[config.mk]
export PLATFORM = sky130hd
export DESIGN_NAME = timer_sampled_serial_receiver
export DESIGN_NICKNAME = d
export VERILOG_FILES = /design/src/tssr_pkg.sv /design/src/timer_sampled_serial_receiver.sv
export SDC_FILE = /design/constraint.sdc
export NUM_CORES = 1
export LEC_CHECK = 0
export ABC_AREA = 1
export BUFFER_PORTS_ARGS = -buffer_cell sky130_fd_sc_hd__buf_2
export CAP_MARGIN = 20
export CORE_MARGIN = 2
export CORE_UTILIZATION = 24
export CTS_CLUSTER_DIAMETER = 80
export CTS_CLUSTER_SIZE = 25
export DETAILED_ROUTE_END_ITERATION = 10
export GPL_TIMING_DRIVEN = 0
export PLACE_DENSITY = 0.42
export SETUP_SLACK_MARGIN = 0.1
export SLEW_MARGIN = 20
export SYNTH_ARGS = -nofsm -noshare
export SYNTH_HDL_FRONTEND = slang
export SYNTH_SLANG_ARGS = --single-unit
export TNS_END_PERCENT = 50
[constraint.sdc]
create_clock -name clk -period 3.4 [get_ports clk]
set_clock_uncertainty 0.1 [all_clocks]
set_input_delay 0.34 -clock clk [delete_from_list [all_inputs] [get_ports clk]]
set_output_delay 0.34 -clock clk [all_outputs]
set_load 0.05 [all_outputs]
[src/tssr_pkg.sv]
package tssr_pkg;

  // Frame and activity defaults.
  localparam int unsigned FRAME_BITS_DEF  = 10;
  localparam int unsigned PRESS_WRAPS_DEF = 12;

  // Divider register width and reset value.
  localparam int unsigned DIV_W          = 8;
  localparam logic [DIV_W-1:0] DIV_RESET = 8'd103;

  // Shift word width and load patterns.
  localparam int unsigned WORD_W              = 16;
  localparam logic [WORD_W-1:0] WORD_IDLE     = 16'hFFFF;
  localparam logic [WORD_W-1:0] WORD_START    = 16'hFFFE;

  // Counter widths for bits left and activity.
  localparam int unsigned CNT_W = 4;

  // One result item.
  typedef struct packed {
    logic              frame_done;
    logic [WORD_W-1:0] frame_word;
    logic [WORD_W-1:0] prev_word;
    logic              press_done;
    logic              busy_res;
  } result_t;

endpackage

[src/timer_sampled_serial_receiver.sv]
// Timer-sampled serial receiver. Each input transfer is one timer tick with the
// receive line level; each produces exactly one result transfer carrying the
// frame status, the current shift word and the previous frame word. A falling
// edge while idle starts a frame of FRAME_BITS samples taken half a bit period
// after the edge and once per bit after that, with the bit period set by the
// divider register plus one, in ticks. The edge starts an activity count at one
// that grows on every phase wrap; press_done pulses on the wrap at which it
// reaches PRESS_WRAPS, which is PRESS_WRAPS - 1 wraps after the edge.
// Throughput is one tick per clock cycle unless the input stalls: all state
// is updated in the cycle a tick is taken, and the result goes to an output
// register backed by one skid register, so the input only stalls when both are
// full. The divider is written through its own valid/ready port, always ready.
module timer_sampled_serial_receiver
  import tssr_pkg::*;
#(
  parameter int unsigned FRAME_BITS  = FRAME_BITS_DEF,
  parameter int unsigned PRESS_WRAPS = PRESS_WRAPS_DEF
) (
  input  logic              clk,
  input  logic              rst,
  // Configuration write channel
  input  logic              cfg_valid,
  output logic              cfg_ready,
  input  logic [DIV_W-1:0]  cfg_data,
  // Tick input channel
  input  logic              in_valid,
  output logic              in_stall,
  input  logic              rx_level,
  // Result channel
  output logic              out_valid,
  input  logic              out_stall,
  output logic              frame_done,
  output logic [WORD_W-1:0] frame_word,
  output logic [WORD_W-1:0] prev_word,
  output logic              press_done,
  output logic              busy_res
);

  localparam logic [CNT_W-1:0] FRAME_CNT = CNT_W'(FRAME_BITS);
  localparam logic [CNT_W-1:0] PRESS_CNT = CNT_W'(PRESS_WRAPS);
  localparam logic [CNT_W-1:0] CNT_ONE   = CNT_W'(1);

  // Receiver state
  logic [DIV_W-1:0]  divider;
  logic [DIV_W-1:0]  phase;
  logic [DIV_W-1:0]  sample_phase;
  logic [WORD_W-1:0] shift_word;
  logic [WORD_W-1:0] prev_frame;
  logic [CNT_W-1:0]  bits_left;
  logic              receiving;
  logic              last_level;
  logic [CNT_W-1:0]  activity;

  logic [DIV_W-1:0]  phase_next;
  logic [DIV_W-1:0]  sample_phase_next;
  logic [WORD_W-1:0] shift_word_next;
  logic [WORD_W-1:0] prev_frame_next;
  logic [CNT_W-1:0]  bits_left_next;
  logic              receiving_next;
  logic [CNT_W-1:0]  activity_next;

  // Output register and skid register
  result_t out_res;
  result_t skid_res;
  logic    skid_valid;
  result_t new_res;

  logic in_xfer;
  logic out_xfer;

  assign cfg_ready = 1'b1;
  assign in_stall  = skid_valid;
  assign in_xfer   = in_valid && !in_stall;
  assign out_xfer  = out_valid && !out_stall;

  // Divider register.
  always_ff @(posedge clk) begin
    if (rst) begin
      divider <= DIV_RESET;
    end else if (cfg_valid && cfg_ready) begin
      divider <= cfg_data;
    end
  end

  // Per-tick update: sample, wrap, edge detection, phase advance.
  always_comb begin
    logic              sample_hit;
    logic              last_sample;
    logic              wrap;
    logic              start_edge;
    logic [CNT_W-1:0]  bits_dec;
    logic [CNT_W-1:0]  act_inc;
    logic [WORD_W-1:0] or_word;
    logic [DIV_W-1:0]  half;
    logic              press;

    sample_hit  = receiving && (phase == sample_phase);
    bits_dec    = bits_left - CNT_ONE;
    last_sample = sample_hit && (bits_dec == '0);
    wrap        = (phase >= divider);
    start_edge  = !receiving && last_level && !rx_level;
    half        = divider >> 1;
    or_word     = shift_word | WORD_W'(rx_level);
    act_inc     = activity + CNT_ONE;

    shift_word_next   = shift_word;
    bits_left_next    = bits_left;
    receiving_next    = receiving;
    prev_frame_next   = prev_frame;
    sample_phase_next = sample_phase;
    activity_next     = activity;
    press             = 1'b0;

    // Sample point.
    if (sample_hit) begin
      bits_left_next = bits_dec;
      if (last_sample) begin
        shift_word_next = or_word;
        receiving_next  = 1'b0;
      end else begin
        shift_word_next = {or_word[WORD_W-2:0], 1'b0};
      end
    end

    // Activity counts phase wraps once started.
    if (wrap && (activity != '0)) begin
      if (act_inc >= PRESS_CNT) begin
        press         = 1'b1;
        activity_next = '0;
      end else begin
        activity_next = act_inc;
      end
    end

    // Falling edge while idle starts a frame.
    if (start_edge) begin
      prev_frame_next = shift_word_next;
      bits_left_next  = FRAME_CNT;
      shift_word_next = WORD_START;
      if (phase < half) begin
        sample_phase_next = phase + half;
      end else begin
        sample_phase_next = phase - half;
      end
      receiving_next = 1'b1;
      activity_next  = CNT_ONE;
    end

    phase_next = wrap ? '0 : phase + DIV_W'(1);

    new_res.frame_done = last_sample;
    new_res.frame_word = shift_word_next;
    new_res.prev_word  = prev_frame_next;
    new_res.press_done = press;
    new_res.busy_res   = receiving_next;
  end

  // State registers advance on each input transfer.
  always_ff @(posedge clk) begin
    if (rst) begin
      phase        <= '0;
      sample_phase <= '0;
      shift_word   <= WORD_IDLE;
      prev_frame   <= '0;
      bits_left    <= FRAME_CNT;
      receiving    <= 1'b0;
      last_level   <= 1'b1;
      activity     <= '0;
    end else if (in_xfer) begin
      phase        <= phase_next;
      sample_phase <= sample_phase_next;
      shift_word   <= shift_word_next;
      prev_frame   <= prev_frame_next;
      bits_left    <= bits_left_next;
      receiving    <= receiving_next;
      last_level   <= rx_level;
      activity     <= activity_next;
    end
  end

  // Output control: the skid register takes a result while the output is held.
  always_ff @(posedge clk) begin
    if (rst) begin
      out_valid  <= 1'b0;
      skid_valid <= 1'b0;
    end else if (!out_valid || out_xfer) begin
      out_valid  <= skid_valid || in_xfer;
      skid_valid <= 1'b0;
    end else if (in_xfer) begin
      skid_valid <= 1'b1;
    end
  end

  // Output payload.
  always_ff @(posedge clk) begin
    if (!out_valid || out_xfer) begin
      out_res <= skid_valid ? skid_res : new_res;
    end else if (in_xfer) begin
      skid_res <= new_res;
    end
  end

  assign frame_done = out_res.frame_done;
  assign frame_word = out_res.frame_word;
  assign prev_word  = out_res.prev_word;
  assign press_done = out_res.press_done;
  assign busy_res   = out_res.busy_res;

`ifndef SYNTHESIS
  // The skid register is only occupied behind a full output register.
  a_skid_behind_out: assert property (@(posedge clk) disable iff (rst)
    skid_valid |-> out_valid)
    else $error("skid register full while output register empty");

  // A frame in progress always has samples left.
  a_bits_left: assert property (@(posedge clk) disable iff (rst)
    receiving |-> (bits_left != '0))
    else $error("receiving with no bits left");

  // The activity counter is cleared before it reaches the press count.
  a_activity_range: assert property (@(posedge clk) disable iff (rst)
    activity < PRESS_CNT)
    else $error("activity counter reached press count");

  // A tick taken while the output is free shows up at the output next cycle.
  a_result_follows: assert property (@(posedge clk) disable iff (rst)
    (in_xfer && (!out_valid || out_xfer)) |=> out_valid)
    else $error("result of a tick was not presented");
`endif

endmodule
==> results.ini <==
[synthesis]
seq_area_frac_synth_pct=51.2
synth_nets=825
syn_area_um2=6770
ys_types=40
ys.warnings.count=0
synth.most_common_cell=nand2_1
synth-edff-count=70
ys_top_cells_by_area=edfxtp_1 (31%), dfxtp_1 (20%), nand2_1 (13%), ha_1 (5.0%), nand3_1 (4.7%)
ys.flop_type=edfxtp_1
synth_common_cells=nand2_1 (229), edfxtp_1 (70), dfxtp_1 (68), nand3_1 (64), inv_1 (52)
synth_seq_cells=138
synth.avg_cell_area_um2=8.65
synth_area_leader_cell=edfxtp_1
synthArstFlopShare_pct=0
synthCells=782
synth_top_area_share_pct=31.1

[critical_path]
critPathLaunchType=flip-flop
critical_path_class=flip-flop to flip-flop
crit_arrival_ns=2.83
critPathRequiredTime_ns=3.64
worst-path-max-fanout=8
endpoint_kind=flip-flop

[power]
p_clk_share_pct=39.7
switching_power_w=0.00146
power_frac_comb_pct=17.0
finalPower_w=0.00451
p_seq_share_pct=43.2
internal_power_w=0.00305
swShare_pct=32.4
ir_drop_mv=0.244
power_leakage_nw=3.52
power_density_nw_per_um2=558

[routing]
avgRoutedWirePerCell_um=14.7
routed_via_density=4.34
num_vias=5387
drt-total-wl_um=18300
drtIter0Drc=243
drtPass1Iterations=5
drcViolationCount=0
antenna_left=0

[global_route]
grt_usage_pct=13.1
top_usage_layer=met2
antenna_found_initial=0
overflow=0
grt_pass1_wl_um=29300
grt_pass1_vias=5331
grt_max_degree=24
gr-usage-met1_pct=17.0
use_met2_pct=21.8
use_met3_pct=3.07

[clocking]
clk-insertion-delay-late_ns=0.43
post_cts_resized=0
cts.clk_slew.worst_paths_ns=0.07
cts_sinks=138
ctsHoldBuffers=0
root_buffer=clkbuf_16
cts_tree=yes
post_cts_buffers=0
htree_levels=4
clockBufferDepth=2
cts_buffers=17

[layout]
syn2layout_area_growth_pct=19.5
seq_area_um2=3460
n_antenna_cell=0
fin_cells=1242
n_fill_cell=3041
finalInstanceArea_um2=8090
final_core_util_pct=29.1
nets=894
layout-drive-gt1-share_pct=15.6
multi_input_area_um2=2920

[place]
portBuffers=48
dpl.hpwl_um=13200
gp_congestion=0.763
placed_cells=1210
post_dp_cell_area_um2=7530

[sta]
finalCritPeriodShare_pct=76.3
drv_slew=0
rsz0062_at_grt=no
tightest_slew_ns=0.763
setup-violations-final=0
fin_setup_tns_ns=0
max_freq_mhz=386
maxSlewHeadroom_pct=49.1
finalCriticalPeriod_ns=2.59
hold_viol_final=0

[floorplan]
floorplan.initialDensity_pct=24.4
rows=61
dieArea_um2=29600
chipWidth_um=172
ios=52
die_h_um=172
core_um2=27800

[run_status]
status=complete, no violations

[min_path]
min_path_type=input port to flip-flop

[run]
cap_violations=0

power by group through the flow:
stage / clock network, W / registers (W) / logic [W]
2_1_floorplan: 0 / 0.00218 / 0.000368
3_3_place_gp: 0 / 0.00199 / 0.000768
3_5_place_dp: 0 / 0.00199 / 0.000779
4_1_cts: 0.00184 / 0.00195 / 0.000781
5_1_grt: 0.00191 / 0.00196 / 0.000852
6_report: 0.00179 / 0.00195 / 0.000768
cell type report:
class | count | area share [%]
inverters | 59 | 2.74
multi-input cells | 549 | 36.2
flip-flops and latches | 138 | 42.8
clock buffers | 17 | 5.26
clock inverters | 15 | 1.59
well taps | 378 | 5.85
plain buffers | 36 | 2.09
repair buffers | 50 | 3.47
layer usage:
| metal | routed length [um] | vias up |
|---|---|---|
| li1 | - | 2781 |
| met1 | 8650 | 2496 |
| met2 | 8760 | 97 |
| met3 | 720 | 13 |
| met4 | 183 | 0 |
| met5 | 0 | - |
state kept, by name (all words and copies together), names as in the netlist, 4 cells and up:
| name | flops |
|---|---|
| prev_word | 16 |
| frame_word | 16 |
| bits_left | 4 |
| shift_word | 16 |
| skid_res | 35 |
| sample_phase | 8 |
| phase | 8 |
| prev_frame | 16 |
| activity | 4 |
| divider | 8 |
cells by family after synthesis:
group	after synthesis	share of synthesized area, %
adder cells (fa/ha/maj)	29	5.58
AND/OR/NAND/NOR	401	26.9
AO/OA/AOI/OAI	101	8.32
other	1	0.0554
flip-flops	138	51.2
XOR/XNOR	17	2.20
buffers and inverters	95	5.77
stage by stage:
stage / hold slack, ns / setup WS (ns)
after floorplan: 0.318 / 0.258
after global placement: 0.349 / -0.591
after detailed placement: 0.358 / 0.769
after CTS: 0.00415 / 0.762
after global routing: 0.0167 / 0.527
final: 0.0201 / 0.807
worst max-delay path, stage by stage, from the launching register on:
cell and delay, ns:
dfxtp_1 0.45, inv_1 0.17, ha_1 0.25, fa_1 0.42
o21ai_1 0.30, nand2_1 0.08, nand2_1 0.23, inv_2 0.12
nand2_1 0.09, nand2_1 0.05, nand2_1 0.05, nand3_1 0.08
nand2_1 0.07, inv_1 0.03
cell usage in the layout, fill, tap and decap left out, drive strengths merged, types with 3 or more instances in the layout:
cell type / count
nand2: 242
nand3: 75
edfxtp: 70
dfxtp: 68
inv: 67
buf: 66
nor2: 53
clkbuf: 37
o21ai: 33
a31oi: 32
a21oi: 29
ha: 27
nand4: 20
xor2: 11
xnor2: 6
clkinv: 5
nor3b: 4
nand3b: 3
final timing paths:
| kind | from | cells after the start | to | slack, ns |
|---|---|---|---|---|
| min reg2reg | sample_phase[2]$_SDFFE_PP0P_ | 2 | sample_phase[2]$_SDFFE_PP0P_ | 0.37 |
| min | cfg_data[6] | 3 | divider[6]$_SDFFE_PP1P_ | 0.02 |
| max reg2reg | phase[0]$_SDFFE_PP0P_ | 13 | sample_phase[6]$_SDFFE_PP0P_ | 0.81 |
| max | phase[0]$_SDFFE_PP0P_ | 13 | sample_phase[6]$_SDFFE_PP0P_ | 0.81 |
Power figures use the tool's default switching activity.
